[src/rtl/rbs_pkg.sv]
// Package: shared widths, register indexes and types for the ray/box slab test.
package rbs_pkg;

    localparam int DW        = 32;
    localparam int FRAC_BITS = 16;
    localparam int NUM_AXES  = 3;
    localparam int IDX_W     = 3;

    localparam logic signed [DW-1:0] S32_MAX = {1'b0, {(DW-1){1'b1}}};
    localparam logic signed [DW-1:0] S32_MIN = {1'b1, {(DW-1){1'b0}}};

    typedef enum logic [IDX_W-1:0] {
        REG_MIN_X = 3'd0,
        REG_MIN_Y = 3'd1,
        REG_MIN_Z = 3'd2,
        REG_MAX_X = 3'd3,
        REG_MAX_Y = 3'd4,
        REG_MAX_Z = 3'd5
    } t_reg_idx;

    // Per-axis side information that travels alongside the dividers
    typedef struct packed {
        logic                 zero;
        logic                 dneg;
        logic                 nlo;
        logic                 nhi;
        logic signed [DW-1:0] slo;
        logic signed [DW-1:0] shi;
    } t_axis_sb;

endpackage

[src/rtl/rbs_div.sv]
// Pipelined unsigned fixed-point divider: one quotient bit per stage, overflow flag.
module rbs_div
    import rbs_pkg::*;
(
    input  logic          i_clk,
    input  logic          i_en,
    input  logic [DW-1:0] i_num,
    input  logic [DW-1:0] i_den,
    output logic [DW-1:0] o_quo,
    output logic          o_ovf
);

    logic [DW-1:0] r_rem [0:DW];
    logic [DW-1:0] r_nq  [0:DW];
    logic [DW-1:0] r_den [0:DW];
    logic          r_ovf [0:DW];

    logic [DW-1:0] n_rem [1:DW];
    logic [DW-1:0] n_nq  [1:DW];
    logic [DW-1:0] w_top;
    logic [DW:0]   w_trial [1:DW];

    // Upper part of the shifted numerator seeds the remainder
    assign w_top = {{(DW-FRAC_BITS){1'b0}}, i_num[DW-1:DW-FRAC_BITS]};

    // One restoring step per stage
    always_comb begin
        for (int k = 1; k <= DW; k++) begin
            w_trial[k] = {r_rem[k-1], r_nq[k-1][DW-1]} - {1'b0, r_den[k-1]};
            if (!w_trial[k][DW]) begin
                n_rem[k] = w_trial[k][DW-1:0];
                n_nq[k]  = {r_nq[k-1][DW-2:0], 1'b1};
            end else begin
                n_rem[k] = {r_rem[k-1][DW-2:0], r_nq[k-1][DW-1]};
                n_nq[k]  = {r_nq[k-1][DW-2:0], 1'b0};
            end
        end
    end

    // Load and advance the stages
    always_ff @(posedge i_clk) begin
        if (i_en) begin
            r_rem[0] <= w_top;
            r_nq[0]  <= {i_num[DW-FRAC_BITS-1:0], {FRAC_BITS{1'b0}}};
            r_den[0] <= i_den;
            r_ovf[0] <= (w_top >= i_den);
            for (int k = 1; k <= DW; k++) begin
                r_rem[k] <= n_rem[k];
                r_nq[k]  <= n_nq[k];
                r_den[k] <= r_den[k-1];
                r_ovf[k] <= r_ovf[k-1];
            end
        end
    end

    assign o_quo = r_nq[DW];
    assign o_ovf = r_ovf[DW];

endmodule

[config.mk]
export PLATFORM = sky130hd
export DESIGN_NAME = rbs_div
export DESIGN_NICKNAME = d
export VERILOG_FILES = /design/src/rtl/rbs_pkg.sv /design/src/rtl/rbs_div.sv
export SDC_FILE = /design/constraint.sdc
export NUM_CORES = 2
export LEC_CHECK = 0
export BUFFER_PORTS_ARGS = -buffer_cell sky130_fd_sc_hd__buf_2
export CAP_MARGIN = 5
export CELL_PAD_IN_SITES_DETAIL_PLACEMENT = 1
export CELL_PAD_IN_SITES_GLOBAL_PLACEMENT = 1
export CORE_MARGIN = 2
export CORE_UTILIZATION = 48
export CTS_CLUSTER_DIAMETER = 120
export DETAILED_ROUTE_END_ITERATION = 16
export GPL_TIMING_DRIVEN = 0
export PLACE_DENSITY_LB_ADDON = 0.1
export SETUP_SLACK_MARGIN = 0.1
export SLEW_MARGIN = 25
export SYNTH_ARGS = -nofsm -noshare
export SYNTH_HDL_FRONTEND = slang
export SYNTH_SLANG_ARGS = --single-unit
[constraint.sdc]
create_clock -name i_clk -period 3.75 [get_ports i_clk]
set_input_delay 0 -clock i_clk [delete_from_list [all_inputs] [get_ports i_clk]]
set_output_delay 0 -clock i_clk [all_outputs]
set_load 0.01 [all_outputs]
* After elaboration in Yosys (flattened, before gate mapping) *
Memory sizes are Yosys's and may differ from the RTL's.
Cells that the tools add are included.

operators by class
  order comparisons = 1
  mux-type cells = 66
  add/sub/neg operators = 32

operator list
  cell                                          number
  subtractor 33 x 32 -> 33 bit                  32
  two-way mux 32 bit                            32
  two-way mux 1 bit                             34
  greater-or-equal comparator 16 x 32 -> 1 bit  1

word-level totals
  bits in registers = 0
  bits of input ports = 66
  word-level logic and storage cells = 103
  output and inout bits = 33
  bits in writable memories = 3201
  memories kept = 4

memories
  memory  depth  width  read ports  clocked after Yosys merged registers in  write ports  line           RTL
  r_den   33     32     32          0                                        33           rbs_div.sv:15  logic [DW-1:0] r_den [0:DW];
  r_nq    33     32     33          0                                        33           rbs_div.sv:14  logic [DW-1:0] r_nq [0:DW];
  r_rem   33     32     32          0                                        33           rbs_div.sv:13  logic [DW-1:0] r_rem [0:DW];
  r_ovf   33     1      33          0                                        33           rbs_div.sv:16  logic r_ovf [0:DW];

* Logic depth before layout (Yosys ltp) *
An unclocked memory read counts as a cell.

  word-level depth = 3
  gate-level depth with buffers = 16
  depth with buffers taken out = 14

* Worst setup path after synthesis *
No wires, ideal clock.

  path type = register to register
  start point = mem r_den[21][0], in the netlist r_den[0][672]
  end point = mem r_rem[22][3], in the netlist r_rem[0][707], data pin
  setup time = 0.260 ns
  stages on the path, launching flop included = 15
  path slack = -0.161 ns
  arrival time = 3.652 ns
  path buffers = 1
  clock period less this slack = 3.911 ns
  cells stage by stage = edfxtp_1 inv_1 fa_1 a211oi_1 nor2_1 o311ai_1 a211oi_2 a221oi_2 o31ai_2 a21o_1 a21oi_1 o31ai_1 xor2_1 buf_4 mux2_2

RTL lines
  item                line
  start: declaration  rbs_div.sv:15
  end: declaration    rbs_div.sv:13

==> key figures <==
Run status
  – Outcome: complete, but fails checks
  – Violated checks: setup timing

Hold path
  – WHS Endpoint: r_ovf[0][0]
  – Hold_sp: i_num[30]
  – Cell depth of the worst hold path: 4
  – Type of the worst min-delay path: primary input to register

Pwr
  – Internal: 117400 uW
  – Switching Power: just under 70000 uW
  – Register share of total power: between 20% and 30%
  – Power Density: slightly above 1000 nW/um2
  – Worst VDD drop: between 0.5 and 0.6 mV
  – Sw Share: a little over a third
  – P_leak: 0.07345 uW
  – Gate power share: about 56%
  – Clk pwr share: 16.5%

Place
  – RePlAce Congestion: slightly below 0.9
  – Placed cells: ~16000
  – IO buf count: 98
  – Pre-CTS WS: -1.814 ns
  – DP Wirelength: approximately 260000 um

Routing
  – Initial DRT Pass Iterations: 5
  – Residual DRC: 0
  – Final ANT Viol Nets: 0
  – Vias post-DR: around 97000
  – 1st-iter DRT viols: approximately 6100
  – Via density: roughly 5.7
  – Drt wl/cell: about 22 um
  – Drt total wl: roughly 380000 um

Worst setup path
  – Reg2reg end: r_rem[0][433]
  – WP data required: around 4.4 ns
  – R2R setup slack: -0.49 ns
  – Critical path data arrival time: just under 5 ns
  – R2R depth: 16
  – Critical path capture point type: register
  – Worst setup SP type: register
  – Reg-to-Reg Start: r_nq[1][159]
  – Largest fanout on the critical path: 5
  – Critical path type: register to register

STA
  – Fin Clk Skew: ~0.044 ns
  – Hold Vio Cnt, Final: 0
  – Max-slew headroom: 42.70%
  – Final Cycle Share: 113.1%
  – Max Clk Rate: approximately 240 MHz
  – Final setup vio count: around 510
  – Tightest Pin Transition: between 0.8 and 0.9 ns
  – Final Max Slew Viols: 0
  – Min cycle time layout: about 4.2 ns
  – Hold Slack: ~0.093 ns
  – RSZ-0062 raised after global routing: yes
  – Final setup margin: -0.4915 ns
  – Setup TNS: -88.00 ns

Synth
  – Synth Cell Area: between 100000 and 150000 um2
  – Syn Area/Cell: 12.45 um2
  – Largest family of logic cells by synthesized area: compound AO/OA/AOI/OAI gates
  – Synth cell types: 92
  – Post-synthesis adder-cell area fraction: 9.162%
  – Gate count of the mapped netlist: between 10000 and 15000
  – Synth Area in Compound Gates: between 10% and 20%
  – Yosys top cell area share: around 57%
  – Area contributors post-synth: edfxtp_1 (57%), ha_1 (8.7%), mux2_2 (5.7%)
  – EDFF count, synth: approximately 2700
  – Mux contribution to synthesized area: between 6 and 7%
  – Simple-Gate Fraction of Synth Area: under 10%
  – Seq cells post-synth: about 2700
  – Synth Warn #: 0
  – Post-synthesis sequential area ratio: between 50% and 60%
  – Synth Area in XOR/XNOR: 5.080%
  – Ys async rst share: 0%
  – Synth cell count leaders: edfxtp_1 (2729), inv_1 (1231), ha_1 (1009), a21oi_1 (815), mux2_2 (730)
  – Most numerous cell in the Yosys netlist: edfxtp_1
  – Largest area contributor in the netlist: edfxtp_1
  – Most used DFF post-synth: edfxtp_1

Clock tree
  – Reg clk slew, reported paths: ~0.060 ns
  – Root Buffer: clkbuf_16
  – TritonCTS Sinks: 2729
  – Clock buffer depth: 4
  – Clock latency at the later pin of the worst-skew pair: just over 0.9 ns
  – CTS tree: yes
  – Deepest level of the CTS H-tree: 5
  – Num CTS Buffers: about 310

Global routing
  – Largest net degree at the start of global routing: between 100 and 150
  – Vias in the first global route: between 100k and 150k
  – Gr usage total: between 20% and 30%
  – Antenna violations before repair: 12
  – Total congestion overflow: 0
  – First-pass GRT wire length: around 590000 um

Run
  – Max Cap Viol: 0

Cells and area
  – Syn-to-layout area delta: 23.39%
  – Nets@finish: between 10000 and 15000
  – Fill count: slightly below 30000
  – Non-Filler Instances: 17078
  – Share of layout cells above drive strength 1: roughly 22%

Die
  – Initial Utilization: approximately half
  – Die area: between 300000 and 400000 um2
  – Die X: ~550 um
  – Core ar.: around 300000 um2
  – DIE HEIGHT: ~550 um
  – # rows: about 200
  – Num ports: between 90 and 100
==> worst max path at each step <==
stage	startpoint	to	slack, ns	depth (start not counted)
2_1_floorplan	r_rem[0][353]	r_rem[0][408]	0.03	13
3_3_place_gp	i_en	r_den[0][991]	-40.20	1
3_5_place_dp	r_den[0][704]	r_rem[0][737]	-1.81	14
4_1_cts	r_nq[1][159]	r_rem[0][433]	-0.54	16
5_1_grt	r_nq[1][159]	r_rem[0][433]	-0.59	16
6_report	r_nq[1][159]	r_rem[0][433]	-0.49	16
==> per-layer routing <==
layer  track usage (%)  vias up  part of all wire [%]
met5                 0        -                 0.011
li1                  -    45660                     -
met2             40.84     1537                    49
met4             6.315        6                   2.4
met3             3.505      571                   3.8
met1             32.47    48836                    45
==> final cells by class <==
cell class	count	area [um2]	share of cell area (%)
timing repair buffer	950	10090	5.656
buffer	187	2166	1.214
clock inverter	194	2137	1.198
antenna	4	10.01	0.005612
tap	3958	4952	2.776
inverter	1231	4649	2.607
multi-input combinational	7458	64410	36.11
sequential	2729	81950	45.94
clock buffer	367	8014	4.493
==> flip-flops by register name, indices dropped and copies added, names as in the netlist <==
name,flops
r_ovf,33
r_den,1024
r_nq,664
r_rem,1008
==> timing repair <==
item | in CTS | in global routing
gates cloned | 55 | 17
endpoints found under the hold margin | 331 | 0
pin swaps | 283 | 315
resized for setup | 1505 | 707
setup buffers | 436 | 236
setup endpoints to repair | 1015 | 1132
hold buffers | 129 | 0
==> through the flow <==
stage / area [um2] / utilization [%] / power, uW
3_5_place_dp: 150900 / 50.35 / 121700
2_1_floorplan: 144800 / - / 101300
3_3_place_gp: 150200 / 50.11 / 119800
6_report: 178400 / 59.50 / 185100
4_1_cts: 174200 / 58.10 / 178100
5_1_grt: 178400 / 59.50 / 195600
==> logic make-up (layout without fill, tap and decap cells) <==
kind of cell               Yosys count  in the layout
xor gates and xnor gates           835            836
adders and majority gates         1040           1040
muxes                              812            812
other                                1             11
AOI/OAI and AO/OA                 2757           2757
DFF                               2729           2729
buffers and inverters             1428           2929
and+or+nand+nor                   2006           2006
==> cells in the final DEF, fill, tap and decap left out, types with 42 or more instances in the layout <==
cell,instances
and3_1,68
nand3_1,144
and2_1,43
o21bai_1,91
o21a_1,152
ha_1,926
buf_16,42
o21ai_0,457
buf_6,115
a211oi_1,48
nand2b_1,98
xor2_1,282
clkinv_2,57
inv_1,1190
a31oi_1,74
nand2_1,549
dlygate4sd3_1,129
clkbuf_16,345
nor2_1,506
o21ai_1,44
nor3_1,108
mux2_2,172
buf_8,52
a21o_1,409
o31a_1,42
ha_4,54
clkinv_1,62
a21oi_2,59
buf_12,137
edfxtp_1,2729
mux2_4,595
buf_2,100
xnor2_1,527
nand4_1,102
clkbuf_1,127
nor2b_1,124
buf_4,442
a21oi_1,732
==> power by group through the flow <==
stage | combinational [uW] | sequential (uW) | clock [uW]
2_1_floorplan | 53400 | 47900 | 0
3_3_place_gp | 67600 | 52200 | 0
3_5_place_dp | 71200 | 50500 | 0
4_1_cts | 96500 | 50200 | 31400
5_1_grt | 112000 | 50900 | 32500
6_report | 104000 | 50300 | 30600
==> critical path: stages, from the launching register on <==
cell      delay, ns
edfxtp_1       0.41
inv_4          0.15
ha_4           0.16
fa_2           0.21
nor2b_2        0.05
o31a_1         0.28
o311ai_2       0.24
o211ai_1       0.28
a41oi_2        0.31
o21ai_4        0.10
a211o_1        0.32
a221o_1        0.39
a21oi_4        0.23
xnor2_4        0.21
buf_12         0.18
buf_8          0.13
mux2_4         0.31
Note: power is estimated with default switching activity, not from simulation.
